### src/hdl/tgr_pkg.sv
`timescale 1ns / 1ps
// Package for the text glyph row rasterizer: word types, register map and
// font/cursor constants. No dependencies.
package tgr_pkg;

	// Register map of the configuration port
	localparam int CFG_IDX_W  = 3;
	localparam int CFG_DATA_W = 48;

	localparam logic [CFG_IDX_W-1:0] REG_FRAME_BASE   = 3'd0;
	localparam logic [CFG_IDX_W-1:0] REG_LINE_PITCH   = 3'd1;
	localparam logic [CFG_IDX_W-1:0] REG_SCREEN_WIDTH = 3'd2;
	localparam logic [CFG_IDX_W-1:0] REG_BPP_MODE     = 3'd3;
	localparam logic [CFG_IDX_W-1:0] REG_CURSOR_COL   = 3'd4;
	localparam logic [CFG_IDX_W-1:0] REG_CURSOR_ROW   = 3'd5;

	// Reset values
	localparam logic [47:0] RST_FRAME_BASE   = 48'd0;
	localparam logic [15:0] RST_LINE_PITCH   = 16'd2560;
	localparam logic [12:0] RST_SCREEN_WIDTH = 13'd640;
	localparam logic        RST_BPP_MODE     = 1'b1;
	localparam logic [9:0]  RST_CURSOR_COL   = 10'd0;
	localparam logic [8:0]  RST_CURSOR_ROW   = 9'd0;

	// Glyph geometry and special codes
	localparam logic [7:0]  BOX_FIRST       = 8'hB0;
	localparam logic [7:0]  BOX_LAST        = 8'hDF;
	localparam logic [3:0]  UNDERLINE_FIRST = 4'd14;
	localparam logic [14:0] GLYPH_W         = 15'd9;
	localparam logic [3:0]  COL_EIGHTH      = 4'd7;
	localparam logic [3:0]  COL_NINTH       = 4'd8;

	typedef struct packed {
		logic [9:0]  cell_col;
		logic [8:0]  cell_row;
		logic [3:0]  glyph_line;
		logic [7:0]  char_code;
		logic [7:0]  glyph_bits;
		logic [31:0] fg_color;
		logic [31:0] bg_color;
	} glyph_row_t;

	typedef struct packed {
		logic [47:0] pixel_addr;
		logic [31:0] pixel_color;
		logic        write_enable;
		logic        last_pixel;
	} pixel_t;

	typedef struct packed {
		logic [47:0] frame_base;
		logic [15:0] line_pitch;
		logic [12:0] screen_width;
		logic        bpp_mode;
		logic [9:0]  cursor_col;
		logic [8:0]  cursor_row;
	} cfg_t;

	// Prepared row handed from setup to the pixel sequencer
	typedef struct packed {
		logic [28:0] line_ofs;   // (row*16 + line) * pitch
		logic [15:0] col_ofs;    // col*9*bytes
		logic [8:0]  on_mask;    // bit 8 is column 0
		logic        ninth;
		logic [31:0] fg_color;
		logic [31:0] bg_color;
	} row_prep_t;

endpackage

### src/hdl/tgr_cfg.sv
`timescale 1ns / 1ps
// Configuration register file of the glyph row rasterizer.
// Depends on tgr_pkg.
module tgr_cfg (
	input  logic                           clk,
	input  logic                           arst_n,
	input  logic                           cfg_valid,
	output logic                           cfg_ready,
	input  logic [tgr_pkg::CFG_IDX_W-1:0]  cfg_index,
	input  logic [tgr_pkg::CFG_DATA_W-1:0] cfg_data,
	output tgr_pkg::cfg_t                  regs
);

	tgr_pkg::cfg_t regs_q;

	// Writes are always taken
	assign cfg_ready = 1'b1;
	assign regs      = regs_q;

	// Register decode; indexes past the map are dropped
	always_ff @(posedge clk or negedge arst_n) begin
		if (!arst_n) begin
			regs_q.frame_base   <= tgr_pkg::RST_FRAME_BASE;
			regs_q.line_pitch   <= tgr_pkg::RST_LINE_PITCH;
			regs_q.screen_width <= tgr_pkg::RST_SCREEN_WIDTH;
			regs_q.bpp_mode     <= tgr_pkg::RST_BPP_MODE;
			regs_q.cursor_col   <= tgr_pkg::RST_CURSOR_COL;
			regs_q.cursor_row   <= tgr_pkg::RST_CURSOR_ROW;
		end else if (cfg_valid) begin
			unique case (cfg_index)
				tgr_pkg::REG_FRAME_BASE:   regs_q.frame_base   <= cfg_data[47:0];
				tgr_pkg::REG_LINE_PITCH:   regs_q.line_pitch   <= cfg_data[15:0];
				tgr_pkg::REG_SCREEN_WIDTH: regs_q.screen_width <= cfg_data[12:0];
				tgr_pkg::REG_BPP_MODE:     regs_q.bpp_mode     <= cfg_data[0];
				tgr_pkg::REG_CURSOR_COL:   regs_q.cursor_col   <= cfg_data[9:0];
				tgr_pkg::REG_CURSOR_ROW:   regs_q.cursor_row   <= cfg_data[8:0];
				default: ;
			endcase
		end
	end

endmodule

### src/hdl/tgr_setup.sv
`timescale 1ns / 1ps
// Row setup: input register, then line/column offsets, pixel mask and
// right-edge test into a second register. Depends on tgr_pkg.
module tgr_setup (
	input  logic                clk,
	input  logic                arst_n,
	input  tgr_pkg::cfg_t       regs,
	input  logic                item_valid,
	output logic                item_stall,
	input  tgr_pkg::glyph_row_t item,
	output logic                row_valid,
	input  logic                row_take,
	output tgr_pkg::row_prep_t  row
);

	logic                vld_s1;
	tgr_pkg::glyph_row_t item_s1;
	logic                vld_s2;
	tgr_pkg::row_prep_t  row_s2;

	logic                s2_free;
	logic                move_s1;
	logic                load_s1;
	logic [12:0]         line_idx;
	logic [13:0]         col9;
	logic                underline;
	logic                is_box;
	tgr_pkg::row_prep_t  prep;

	// Stage flow
	assign s2_free    = !vld_s2 || row_take;
	assign move_s1    = vld_s1 && s2_free;
	assign item_stall = vld_s1 && !s2_free;
	assign load_s1    = item_valid && !item_stall;

	// Offsets and mask of the row held in stage 1
	always_comb begin
		line_idx  = {item_s1.cell_row, item_s1.glyph_line};
		col9      = 14'({item_s1.cell_col, 3'b000}) + 14'(item_s1.cell_col);
		underline = (item_s1.cell_col == regs.cursor_col)
			&& (item_s1.cell_row == regs.cursor_row)
			&& (item_s1.glyph_line >= tgr_pkg::UNDERLINE_FIRST);
		is_box    = (item_s1.char_code >= tgr_pkg::BOX_FIRST)
			&& (item_s1.char_code <= tgr_pkg::BOX_LAST);

		prep.line_ofs = 29'(line_idx) * 29'(regs.line_pitch);
		prep.col_ofs  = regs.bpp_mode ? {col9, 2'b00}
			: 16'({col9, 1'b0}) + 16'(col9);
		prep.on_mask  = {item_s1.glyph_bits | {8{underline}},
			is_box && item_s1.glyph_bits[0]};
		prep.ninth    = (15'(col9) + tgr_pkg::GLYPH_W) <= 15'(regs.screen_width);
		prep.fg_color = item_s1.fg_color;
		prep.bg_color = item_s1.bg_color;
	end

	// Stage valids
	always_ff @(posedge clk or negedge arst_n) begin
		if (!arst_n) begin
			vld_s1 <= 1'b0;
			vld_s2 <= 1'b0;
		end else begin
			if (load_s1) begin
				vld_s1 <= 1'b1;
			end else if (move_s1) begin
				vld_s1 <= 1'b0;
			end
			if (move_s1) begin
				vld_s2 <= 1'b1;
			end else if (row_take) begin
				vld_s2 <= 1'b0;
			end
		end
	end

	// Stage payloads
	always_ff @(posedge clk) begin
		if (load_s1) begin
			item_s1 <= item;
		end
		if (move_s1) begin
			row_s2 <= prep;
		end
	end

	assign row_valid = vld_s2;
	assign row       = row_s2;

	// A prepared row stays until the sequencer takes it
	a_row_held: assert property (@(posedge clk) disable iff (!arst_n)
		vld_s2 && !row_take |=> vld_s2 && $stable(row_s2))
		else $error("prepared row lost before it was taken");

endmodule

### src/hdl/tgr_emit.sv
`timescale 1ns / 1ps
// Pixel sequencer: holds one prepared row and sends its pixels, one word
// per unstalled cycle, stepping address and mask. Depends on tgr_pkg.
module tgr_emit (
	input  logic               clk,
	input  logic               arst_n,
	input  tgr_pkg::cfg_t      regs,
	input  logic               row_valid,
	output logic               row_take,
	input  tgr_pkg::row_prep_t row,
	output logic               pix_valid,
	input  logic               pix_stall,
	output tgr_pkg::pixel_t    pix
);

	logic        busy_q;
	logic [3:0]  col_q;
	logic [47:0] addr_q;
	logic [8:0]  mask_q;
	logic        ninth_q;
	logic [31:0] fg_q;
	logic [31:0] bg_q;

	logic        send;
	logic        last;
	logic [31:0] chosen;
	logic [47:0] step;

	assign send     = busy_q && !pix_stall;
	assign last     = (col_q == tgr_pkg::COL_NINTH)
		|| ((col_q == tgr_pkg::COL_EIGHTH) && !ninth_q);
	assign row_take = row_valid && (!busy_q || (send && last));
	assign step     = regs.bpp_mode ? 48'd4 : 48'd3;

	// Output word from the held row
	always_comb begin
		chosen           = mask_q[8] ? fg_q : bg_q;
		pix.pixel_addr   = addr_q;
		pix.pixel_color  = regs.bpp_mode ? chosen : {8'h00, chosen[23:0]};
		pix.write_enable = |chosen[31:24];
		pix.last_pixel   = last;
	end
	assign pix_valid = busy_q;

	// Control
	always_ff @(posedge clk or negedge arst_n) begin
		if (!arst_n) begin
			busy_q <= 1'b0;
			col_q  <= 4'd0;
		end else if (row_take) begin
			busy_q <= 1'b1;
			col_q  <= 4'd0;
		end else if (send) begin
			busy_q <= !last;
			col_q  <= col_q + 4'd1;
		end
	end

	// Row payload and pixel stepping
	always_ff @(posedge clk) begin
		if (row_take) begin
			addr_q  <= regs.frame_base + 48'(row.line_ofs) + 48'(row.col_ofs);
			mask_q  <= row.on_mask;
			ninth_q <= row.ninth;
			fg_q    <= row.fg_color;
			bg_q    <= row.bg_color;
		end else if (send) begin
			addr_q <= addr_q + step;
			mask_q <= {mask_q[7:0], 1'b0};
		end
	end

	a_col_range: assert property (@(posedge clk) disable iff (!arst_n)
		busy_q |-> col_q <= tgr_pkg::COL_NINTH)
		else $error("column counter past the ninth column");

	a_no_early_last: assert property (@(posedge clk) disable iff (!arst_n)
		busy_q && col_q < tgr_pkg::COL_EIGHTH |-> !pix.last_pixel)
		else $error("last pixel flagged before column 7");

	a_idle_after_last: assert property (@(posedge clk) disable iff (!arst_n)
		send && last && !row_valid |=> !busy_q)
		else $error("sequencer still busy after the row's last pixel");

	a_gapless: assert property (@(posedge clk) disable iff (!arst_n)
		send && last && row_valid |=> busy_q && col_q == 4'd0)
		else $error("next row not started right after last pixel");

endmodule

### src/hdl/text_glyph_row_rasterizer.sv
`timescale 1ns / 1ps
// Rows pass the setup input, prepared-row and sequencer registers in turn.
// Each gives 9 pixel words, 8 when the ninth column is off screen, on the
// single output port, one word per cycle while pix_stall is low; rows follow
// with no gap. Reset (arst_n low, asynchronous) empties the pipeline and
// loads register defaults. Depends on tgr_pkg, tgr_cfg, tgr_setup, tgr_emit.
module text_glyph_row_rasterizer (
	input  logic                           clk,
	input  logic                           arst_n,
	input  logic                           cfg_valid,
	output logic                           cfg_ready,
	input  logic [tgr_pkg::CFG_IDX_W-1:0]  cfg_index,
	input  logic [tgr_pkg::CFG_DATA_W-1:0] cfg_data,
	input  logic                           item_valid,
	output logic                           item_stall,
	input  tgr_pkg::glyph_row_t            item,
	output logic                           pix_valid,
	input  logic                           pix_stall,
	output tgr_pkg::pixel_t                pix
);

	tgr_pkg::cfg_t      regs;
	logic               row_valid;
	logic               row_take;
	tgr_pkg::row_prep_t row;

	tgr_cfg u_cfg (
		.clk       (clk),
		.arst_n    (arst_n),
		.cfg_valid (cfg_valid),
		.cfg_ready (cfg_ready),
		.cfg_index (cfg_index),
		.cfg_data  (cfg_data),
		.regs      (regs)
	);

	tgr_setup u_setup (
		.clk        (clk),
		.arst_n     (arst_n),
		.regs       (regs),
		.item_valid (item_valid),
		.item_stall (item_stall),
		.item       (item),
		.row_valid  (row_valid),
		.row_take   (row_take),
		.row        (row)
	);

	tgr_emit u_emit (
		.clk       (clk),
		.arst_n    (arst_n),
		.regs      (regs),
		.row_valid (row_valid),
		.row_take  (row_take),
		.row       (row),
		.pix_valid (pix_valid),
		.pix_stall (pix_stall),
		.pix       (pix)
	);

endmodule

### config.mk
export PLATFORM = sky130hd
export DESIGN_NAME = text_glyph_row_rasterizer
export DESIGN_NICKNAME = d
export VERILOG_FILES = /design/src/hdl/tgr_pkg.sv /design/src/hdl/tgr_cfg.sv /design/src/hdl/tgr_setup.sv /design/src/hdl/tgr_emit.sv /design/src/hdl/text_glyph_row_rasterizer.sv
export SDC_FILE = /design/constraint.sdc
export NUM_CORES = 1
export LEC_CHECK = 0
export BUFFER_PORTS_ARGS = -buffer_cell sky130_fd_sc_hd__buf_2
export CAP_MARGIN = 20
export CELL_PAD_IN_SITES_DETAIL_PLACEMENT = 0
export CELL_PAD_IN_SITES_GLOBAL_PLACEMENT = 2
export CORE_ASPECT_RATIO = 1.5
export CORE_MARGIN = 8
export CORE_UTILIZATION = 37
export DETAILED_ROUTE_END_ITERATION = 8
export GPL_ROUTABILITY_DRIVEN = 0
export PLACE_DENSITY_LB_ADDON = 0.1
export SLEW_MARGIN = 20
export SYNTH_ARGS = -nofsm -noshare
export SYNTH_HDL_FRONTEND = slang
export SYNTH_HIERARCHICAL = 1
export SYNTH_SLANG_ARGS = --single-unit
### constraint.sdc
create_clock -name clk -period 6.6 [get_ports clk]
set_input_delay 0.99 -clock clk [delete_from_list [all_inputs] [get_ports clk]]
set_output_delay 0.99 -clock clk [all_outputs]
set_load 0.1 [all_outputs]
==> results.md, run 1 <==
- CP Capture Type: flip-flop
- HP Class: flip-flop to flip-flop
- Cells on Worst Hold Path: 0
- Core Rows: 122
- Mapped Cells: 2303
- FILL cells: 7115
- Setup violators final: 0
- Post-DP HPWL: 54.1 mm
- Largest net degree at the start of global routing: 91
- Hold buffer count at CTS: 0
- Clk buf depth: 3
- Final Cell Area: 31200 um^2
- Initial core utilization: 37.2%
- Setup TNS: 0 ns
- ANT nets after route: 0
- Dominant cell type by area after synthesis: edfxtp_1
- Clk pin slew, worst setup/hold paths: 0.06 ns
- Die Y: 349 um
- Met1 Use GR: 20.1%
- Final net count: 3023
- Sequential fraction of the synthesis area: 46.8%
- Antenna violations before repair: 3
- CP max-delay cell: edfxtp_1
- Total track usage: 16.7%
- Avg WL per Cell: 19.6 um
- Final Hold Fails: 0
- Root Driver: clkbuf_16
- Layout cells sized above 1: 18.5%
- Top FF cell, synth: edfxtp_1
- Final Instance Count excl. Fillers: 3562
- Minimum clock period after layout: 6.01 ns
- Endpoint required time on the critical path: 6.92 ns
- Dpl cell area: 29700 um^2
- Vias in the first global route: 18498
- Via density: 4.84
- Ys async rst share: 23.4%
- Worst Clk Skew: 0.0438 ns
- Mapped Area: 27400 um^2
- Routing usage on met3: 2.26%
- Core area: 73600 um^2
- Ranking of synthesized cells by area: edfxtp_1 37%, fa_1 13%, dfrtp_1 9.0%, ha_1 7.2%, mux2_2 4.2%
- Die area: 83200 um^2
- Post-CTS Resized: 0
- Grt met2 use: 30.7%
- Drt total wl: 69.9 mm
- Setup Buffers After CTS: 0
- Outcome: complete, no violations
- Max cap viols: 0
- RSZ-0062 raised after global routing: false
- # H-tree levels: 2
- Commonest cells post-synth: 340 x edfxtp_1, 257 x inv_1, 242 x nand2_1
- GR Overflow Total: 0
- Slowest stage delay, CP: 0.91 ns
- Worst rel slew slack: 41.4%
- CP most frequent cell: fa_1
- Synth Area per Inst: 11.9 um^2
- Fin Hold WS: 0.414 ns
- IO Port Bufs: 238
- Slew Viols, Final: 0
- Post-synth EDFFs: 340
- Worst Path Class, Setup: flip-flop to flip-flop
- Initial DRT Pass Iterations: 5
- CP Cell Sequence: nand2_1 > fa_1 > inv_1 > fa_1 > fa_1 > fa_1 > inv_1 > fa_1 > inv_1 > ha_1 > a21oi_1 > o21ai_0 > o41ai_2 > nor2_2 > o41ai_2 > xnor2_1
- Num CTS Buffers: 46
- Layout area overhead: 14.0%
- Syn. warnings: 6
- CP Max Fanout: 17
- Boundary Pins: 244
- Later-pin clock latency in the skew report: 0.61 ns
- Synth top area share: 37.3%
- FMAX: 166 MHz
- Placed cells: 3475
- GR peak layer: met2
- First-pass GRT wire length: 108 mm
- Tcrit/Tclk final: 91.0%
- Syn nets: 2794
- Initial DRC Count: 745
- Die width: 238 um
- Worst-Margin Slew: 0.879 ns
- CTS tree: built
- Residual DRC count: 0
- Cell with the most instances after synthesis: edfxtp_1
- CTS Sinks: 444
- Crit path arrival time: 6.32 ns
- Via Count: 17246
- Synthesized flop and latch total: 444
- Reg2reg path depth: 16
- Post-synth cell types: 85
- Critical path launch point type: flip-flop
-- area by class of cell --
type / count / area (um^2) / area share (%)
Antenna cell: 1 / 2.50 / 0.00802
Clock buffer: 58 / 1220 / 3.90
Clock inverter: 27 / 300 / 0.962
Inverter: 259 / 975 / 3.12
Multi-Input combinational cell: 1520 / 13300 / 42.5
Sequential cell: 444 / 12800 / 41.1
Tap cell: 992 / 1240 / 3.98
Timing Repair Buffer: 261 / 1390 / 4.44
-- cells in the final DEF, fill, tap and decap left out, types with 23 or more instances in the layout --
master     count
edfxtp_1     340
inv_1        257
nand2_1      241
buf_2        237
fa_1         174
ha_1         158
and2_1       109
xnor2_1      104
mux2_2       101
dfrtp_1       99
nor2_1        92
a21oi_1       73
o21ai_0       58
xor2_1        51
clkbuf_16     46
nand3_1       32
nand4_1       32
buf_4         23
-- routing by layer --
metal / part of all wire, % / vias to the layer above
met3: 3.3 / 85
met4: 2.6 / 0
met2: 52 / 286
met5: 0 / -
li1: - / 8331
met1: 42 / 8544
-- cell families (layout without fill, tap and decap cells) --
kind of cell,after synthesis,count (layout),synth area share (%)
DFF,444,444,46.8
other,1,2,0.0137
xor gates and xnor gates,155,155,4.96
muxes,140,140,5.67
adders and majority gates,332,332,19.9
and+or+nand+nor,630,630,11.6
buffers and inverters,339,605,4.87
AOI/OAI and AO/OA,262,262,6.19
-- sequential cells by signal, summed over array words and instances (netlist names) --
name	count
u_emit/pix_valid	1
u_cfg/regs	97
u_emit/ninth_q	1
u_emit/fg_q	32
u_setup/row_valid	1
u_emit/bg_q	32
u_emit/mask_q	9
u_setup/row	119
u_setup/item_s1	99
u_emit/addr_q	48
u_emit/col_q	4
u_setup/vld_s1	1
-- worst paths after layout --
check	start	end	slack, ns
worst max-delay path	u_setup/item_s1[88]$_DFFE_PP_	u_setup/row[116]$_DFFE_PP_	0.59
worst min-delay path	u_setup/item_s1[10]$_DFFE_PP_	u_setup/row[10]$_DFFE_PP_	0.41
worst max register to register	u_setup/item_s1[88]$_DFFE_PP_	u_setup/row[116]$_DFFE_PP_	0.59
worst min register to register	u_setup/item_s1[10]$_DFFE_PP_	u_setup/row[10]$_DFFE_PP_	0.41
max in group asynchronous	arst_n	u_cfg/regs[24]$_DFFE_PN0P_	4.77
min in group asynchronous	arst_n	u_cfg/regs[78]$_DFFE_PN0P_	0.50
-- through the flow --
step / util [%] / setup WS [ns]
floorplan: - / 0.444
global placement: 40.3 / 0.648
detailed placement: 40.3 / 0.609
CTS: 42.4 / 0.581
global route: 42.4 / 0.371
finish: 42.4 / 0.593
-- worst max-delay path: cells and delay by family (launching register included) --
kind / cells / cell delay (ns)
xor gates and xnor gates: 1 / 0.10
and+or+nand+nor: 2 / 0.29
adders and majority gates: 6 / 2.99
DFF: 1 / 0.91
buffers and inverters: 3 / 0.14
AOI/OAI and AO/OA: 4 / 1.27
Power of run 1 is left out: the tool's default activity adds up to more than one toggle a clock period on the data nets, which glitch-free logic cannot reach.
==> run 2: changes to the inputs <==
- SYNTH_HIERARCHICAL: 1 -> default
==> run 2 against run 1 <==
  * Global-route usage is 0.13 points lower
  * Flip-flop and latch count stayed put
  * Critical path type unchanged
  * Die area is 0.70% lower
  * Non-clock buffer count is 8 higher
  * Clock skew is 0.0062 ns higher
  * Sequential share of layout area is 0.15 points higher
==> results.md, run 2 <==
- Outcome: complete, no violations
- ANT nets after route: 0 (unchanged)
- Total track usage: 16.6% (-0.13 points)
- CP max-delay cell: edfxtp_1
- Final net count: 3025 (+0.066%)
- Initial DRT Pass Iterations: 5 (unchanged)
- First-pass GRT wire length: 107 mm (-1.5%)
- HP Class: flip-flop to flip-flop
- Dpl cell area: 29500 um^2 (-0.75%)
- Post-synth cell types: 82 (-3.5%)
- Largest net degree at the start of global routing: 65 (-29%)
- Via density: 4.89 (+0.98%)
- IO Port Bufs: 238 (unchanged)
- Hold path start: u_setup.row[13]$_DFFE_PP_
- Post-DP HPWL: 53.7 mm (-0.88%)
- Setup TNS: 0 ns (unchanged)
- Synth Area per Inst: 11.9 um^2 (-0.31%)
- # H-tree levels: 2 (unchanged)
- Tcrit/Tclk final: 93.7% (+2.6 points)
- FILL cells: 6926 (-2.7%)
- Die area: 82600 um^2 (-0.70%)
- Max cap viols: 0 (unchanged)
- Critical path launch point type: flip-flop
- Layout cells sized above 1: 19.5% (+1.0 points)
- Final Hold Fails: 0 (unchanged)
- Core Rows: 121 (-0.82%)
- Synth top area share: 37.6% (+0.28 points)
- Die width: 237 um (-0.35%)
- Ranking of synthesized cells by area: edfxtp_1 38%, fa_1 13%, dfrtp_1 9.1%, ha_1 7.3%, mux2_2 4.4%
- Clk buf depth: 3 (unchanged)
- Max reg flops: 119 (unchanged)
- Clk pin slew, worst setup/hold paths: 0.06 ns (about the same)
- Synthesized flop and latch total: 444 (unchanged)
- Slew Viols, Final: 0 (unchanged)
- Mapped Cells: 2293 (-0.43%)
- Top FF cell, synth: edfxtp_1
- Commonest cells post-synth: 340 x edfxtp_1, 261 x inv_1, 249 x nand2_1
- Most common cell after layout, fill and taps aside: edfxtp_1
- Setup Buffers After CTS: 0 (unchanged)
- Syn. warnings: 0 (-6)
- Syn nets: 2784 (-0.36%)
- GR Overflow Total: 0 (unchanged)
- Num CTS Buffers: 47 (+2.2%)
- Sequential fraction of the synthesis area: 47.2% (+0.35 points)
- Post-synthesis compound-gate area fraction: 6.62% (+0.43 points)
- RSZ-0062 raised after global routing: false
- Synth Area in XOR/XNOR: 5.31% (+0.35 points)
- Drt total wl: 68.7 mm (-1.8%)
- Endpoint required time on the critical path: 6.93 ns (about the same)
- Dominant cell type by area after synthesis: edfxtp_1
- Cell with the most instances after synthesis: edfxtp_1
- Multiplexer area fraction after synthesis: 4.80% (-0.87 points)
- Final Cell Area: 31100 um^2 (-0.37%)
- Root Driver: clkbuf_16
- Largest family of logic cells by synthesized area: adder cells
- Launch point of the worst path: u_setup.item_s1[90]$_DFFE_PP_
- Initial core utilization: 37.4% (+0.18 points)
- Slowest stage delay, CP: 0.67 ns (-0.24 ns)
- Ys async rst share: 23.4% (unchanged)
- Post-Place Setup Slack: 0.413 ns (-0.195 ns)
- Synth Area in Adders: 20.1% (+0.15 points)
- Worst Path Class, Setup: flip-flop to flip-flop
- Initial DRC Count: 770 (+3.4%)
- Worst-Margin Slew: 1.13 ns (+0.253 ns)
- Post-synth EDFFs: 340 (unchanged)
- Worst rel slew slack: 24.5% (-17 points)
- Worst Clk Skew: 0.0500 ns (+0.00624 ns)
- Vias in the first global route: 18265 (-1.3%)
- Boundary Pins: 244 (unchanged)
- FMAX: 162 MHz (-2.8%)
- Worst setup margin: 0.419 ns (-0.174 ns)
- CP Max Fanout: 12 (-5)
- Hold buffer count at CTS: 0 (unchanged)
- Synth Area in Simple Gates: 11.2% (-0.32 points)
- Via Count: 17092 (-0.89%)
- CTS tree: built
- Core area: 72700 um^2 (-1.2%)
- CP Cell Sequence: buf_4 > and2_1 > fa_1 > inv_1 > fa_1 > fa_1 > inv_1 > fa_1 > inv_1 > fa_1 > inv_1 > ha_1 > a21o_1 > a2111oi_2 > o211ai_1 > a31oi_1 > o21bai_1 > a21o_1 > xor2_1
- Setup violators final: 0 (unchanged)
- Reg-to-Reg Start: u_setup.item_s1[90]$_DFFE_PP_
- Avg WL per Cell: 19.6 um (+0.10%)
- Fin Hold WS: 0.412 ns (-0.00272 ns)
- CTS Sinks: 444 (unchanged)
- Mapped Area: 27200 um^2 (-0.74%)
- CP Capture Type: flip-flop
- R2R Setup Slk: 0.42 ns (-0.17 ns)
- Layout area overhead: 14.4%
- Die Y: 348 um (-0.36%)
- Crit path arrival time: 6.51 ns (+0.19 ns)
- CP most frequent cell: fa_1
- Post-CTS Resized: 0 (unchanged)
- Commonest non-fill, non-tap cells in the layout: 340 x edfxtp_1, 261 x inv_1, 248 x nand2_1
- Antenna violations before repair: 3 (unchanged)
- Residual DRC count: 0 (unchanged)
- Minimum clock period after layout: 6.18 ns (+0.174 ns)
- Later-pin clock latency in the skew report: 0.62 ns (about the same)
[run 2: layout make-up]
type                            instances  area [um^2]  share of cell area, %
Multi-Input combinational cell       1510        13100                   42.1
Sequential cell                       444        12800                   41.2
Timing Repair Buffer                  269         1430                   4.59
Clock buffer                           54         1210                   3.90
Tap cell                              922         1150                   3.71
Inverter                              262          986                   3.17
Clock inverter                         32          403                   1.30
Antenna cell                            3         7.51                 0.0241
[run 2: path summary, 6_finish.rpt]
kind	cells past startpoint	endpoint
min in group asynchronous	1	u_cfg.regs[43]$_DFFE_PN0P_
worst max register to register	19	u_setup.row[116]$_DFFE_PP_
worst min register to register	0	u_emit.bg_q[13]$_DFFE_PP_
worst min-delay path	0	u_emit.bg_q[13]$_DFFE_PP_
worst max-delay path	19	u_setup.row[116]$_DFFE_PP_
max in group asynchronous	2	u_cfg.regs[12]$_DFFE_PN0P_
[run 2: worst max-delay path: cells and delay by family, from the launching register on]
family | cells | cell delay [ns]
buf+inv | 5 | 0.50
flops | 1 | 0.67
xor+xnor | 1 | 0.14
simple gates | 1 | 0.16
compound gates | 6 | 1.47
fa+ha+maj | 6 | 2.95
[run 2: kinds of logic (layout without fill, tap and decap cells)]
kind of cell             Yosys count  after routing
AND/OR/NAND/NOR                  612            612
XOR/XNOR                         164            164
buffers and inverters            339            617
flip-flops                       444            444
AO/OA/AOI/OAI                    284            284
other                              1              4
adder cells (fa/ha/maj)          332            332
multiplexers                     117            117
[run 2: through the flow]
| step | utilization, % | std cells |
|---|---|---|
| global route | 42.8 | 3493 |
| finish | 42.8 | 3496 |
| global placement | 40.5 | 3404 |
| floorplan | - | 2293 |
| CTS | 42.7 | 3490 |
| detailed placement | 40.5 | 3404 |
[run 2: per-layer routing]
layer / part of all wire, % / global-route usage (%) / vias up / wire length, um
met5: 0 / 0 / - / 0
met4: 2.6 / 4.67 / 0 / 1790
li1: - / - / 8273 / -
met1: 42 / 20.1 / 8414 / 28900
met3: 3.7 / 2.27 / 85 / 2560
met2: 52 / 30.4 / 320 / 35500
Power of run 2 is left out for the same reason.
==> run 3: changes to the inputs <==
- CORE_UTILIZATION: 37 -> 35
- GPL_TIMING_DRIVEN: default -> 0
==> run 3 against run 2 <==
  * Worst setup slack got worse by 0.14 ns
  * Flip-flop and latch count is the same
  * First-iteration DRC count increased by 15%
  * Hold slack got worse by 0.066 ns
  * Via count grew 2.5%
  * Critical path depth stayed put
  * Register-to-register slack worse by 0.14 ns
  * Cell area up 1.5%
  * Sequential share of layout area down 0.62 points
  * Die area rose by 5.4%
  * Global-route usage increased by 0.58 points
  * Core utilization decreased by 1.9 points
  * Critical path type unchanged
  * Largest cell class unchanged
  * Highest routed layer unchanged
==> results.md, run 3 (synthesized netlist as in run 2, its figures left out) <==
- Reg-to-Reg Start: u_setup.item_s1[91]$_DFFE_PP_
- Worst-Margin Slew: 1.15 ns (+0.0183 ns)
- Later-pin clock latency in the skew report: 0.61 ns (about the same)
- Clk buf depth: 3 (unchanged)
- Reg2reg path depth: 19 (unchanged)
- Core Rows: 125 (+3.3%)
- Most common cell after layout, fill and taps aside: edfxtp_1
- ANT nets after route: 0 (unchanged)
- Final Hold Fails: 0 (unchanged)
- IO Port Bufs: 237 (-0.42%)
- Commonest non-fill, non-tap cells in the layout: 340 x edfxtp_1, 261 x inv_1, 249 x nand2_1
- Placed cells: 3555 (+4.4%)
- Num CTS Buffers: 46 (-2.1%)
- CP Capture Type: flip-flop
- WP buf/inv: 4 (-1)
- Via density: 4.80 (-1.8%)
- Die Y: 357 um (+2.7%)
- Endpoint required time on the critical path: 6.92 ns (about the same)
- Max cap viols: 0 (unchanged)
- Residual DRC count: 0 (unchanged)
- Avg WL per Cell: 20.6 um (+4.6%)
- CP Max Fanout: 10 (-2)
- R2R Setup Slk: 0.28 ns (-0.14 ns)
- Root Driver: clkbuf_16
- RR Endpoint: u_setup.row[117]$_DFFE_PP_
- Setup violators final: 0 (unchanged)
- Initial DRT Pass Iterations: 5 (unchanged)
- Outcome: complete, no violations
- Crit path arrival time: 6.63 ns (+0.12 ns)
- Largest net degree at the start of global routing: 57 (-12%)
- First-pass GRT wire length: 114 mm (+7.2%)
- Post-DP HPWL: 59.8 mm (+12%)
- Core area: 77300 um^2 (+6.3%)
- GR Overflow Total: 0 (unchanged)
- Worst Path Class, Setup: flip-flop to flip-flop
- Slew Viols, Final: 0 (unchanged)
- Tcrit/Tclk final: 95.7% (+2.1 points)
- Vias in the first global route: 18596 (+1.8%)
- CP Cell Sequence: clkbuf_2 > nand2_1 > fa_1 > fa_1 > inv_1 > fa_1 > fa_1 > inv_1 > fa_1 > inv_1 > ha_1 > o21a_1 > o211ai_1 > o2bb2ai_1 > a21oi_1 > a21o_1 > o21ai_1 > o31a_1 > xnor2_1
- CP most frequent cell: fa_1
- Layout area overhead: 16.2%
- CP max-delay cell: edfxtp_1
- # H-tree levels: 2 (unchanged)
- CTS Sinks: 444 (unchanged)
- HP Class: input pin to asynchronous set/reset pin
- Worst rel slew slack: 23.3% (-1.2 points)
- Initial core utilization: 35.2% (-2.2 points)
- Layout cells sized above 1: 19.5% (+0.057 points)
- Worst Clk Skew: 0.0441 ns (-0.00596 ns)
- Slowest stage delay, CP: 0.70 ns (+0.03 ns)
- Boundary Pins: 244 (unchanged)
- Drt total wl: 75.0 mm (+9.2%)
- Final Instance Count excl. Fillers: 3648 (+4.3%)
- Antenna violations before repair: 7 (+4)
- Critical path launch point type: flip-flop
- FMAX: 158 MHz (-2.2%)
- Initial DRC Count: 883 (+15%)
- Minimum clock period after layout: 6.32 ns (+0.136 ns)
- Total track usage: 17.1% (+0.58 points)
- Delay-heaviest family, CP: adder cells
- Via Count: 17522 (+2.5%)
- Clk pin slew, worst setup/hold paths: 0.06 ns (about the same)
- Die area: 87000 um^2 (+5.4%)
- Max reg flops: 119 (unchanged)
- Final net count: 3084 (+2.0%)
- FILL cells: 7444 (+7.5%)
- Hold buffer count at CTS: 0 (unchanged)
- CTS tree: built
- Die width: 244 um (+2.6%)
## run 3: cell count changes in the layout (fill, tap and decap cells not counted), sizes merged
cell / change
buf: +4
bufinv: +2
clkbuf: +56
clkinv: -1
clkinvlp: +1
diode: -1
inv: -3
## run 3: worst max path at each step
stage                                        from                         end  cells after the start
global route        u_setup.item_s1[82]$_DFFE_PP_  u_setup.row[118]$_DFFE_PP_                     20
CTS                 u_setup.item_s1[85]$_DFFE_PP_  u_setup.row[116]$_DFFE_PP_                     19
global placement    u_setup.item_s1[87]$_DFFE_PP_  u_setup.row[116]$_DFFE_PP_                     20
detailed placement  u_setup.item_s1[87]$_DFFE_PP_  u_setup.row[116]$_DFFE_PP_                     20
floorplan           u_setup.item_s1[89]$_DFFE_PP_  u_setup.row[116]$_DFFE_PP_                     20
finish              u_setup.item_s1[91]$_DFFE_PP_  u_setup.row[117]$_DFFE_PP_                     19
## run 3: through the flow
stage          cell area (um^2)  worst slack (ns)  util (%)  setup TNS (ns)  hold WS (ns)
2_1_floorplan             27200             0.939         -               0         0.400
3_3_place_gp              29600            -0.349      38.4          -0.845         0.400
3_5_place_dp              29900            -0.284      38.7          -0.788         0.405
4_1_cts                   31500           0.00334      40.7               0         0.331
5_1_grt                   31600          -0.00444      40.9        -0.00444         0.353
6_report                  31600             0.282      40.9               0         0.346
## run 3: final cells by class
| cell class | count | area (um^2) | area share [%] |
|---|---|---|---|
| Multi-Input combinational cell | 1510 | 13100 | 41.5 |
| Sequential cell | 444 | 12800 | 40.6 |
| Timing Repair Buffer | 260 | 1480 | 4.69 |
| Tap cell | 1016 | 1270 | 4.03 |
| Clock buffer | 54 | 1210 | 3.84 |
| Inverter | 262 | 983 | 3.11 |
| Clock inverter | 31 | 399 | 1.26 |
| Buffer | 69 | 307 | 0.971 |
| Antenna cell | 2 | 5.00 | 0.0158 |
## run 3: repair_timing
| item | 4_1_cts | 5_1_grt |
|---|---|---|
| pin swaps | 0 | 0 |
| resized for setup | 4 | 21 |
| gates cloned | 0 | 0 |
| endpoints found under the setup margin | 5 | 5 |
| buffers inserted | 0 | 14 |
## run 3: routing by layer
metal | part of all wire [%] | track usage (%) | vias up
li1 | - | - | 8376
met1 | 40 | 20.2 | 8676
met2 | 53 | 31.8 | 375
met3 | 4.1 | 2.20 | 95
met4 | 2.9 | 5.81 | 0
met5 | 0 | 0 | -
Power of run 3 is left out for the same reason.
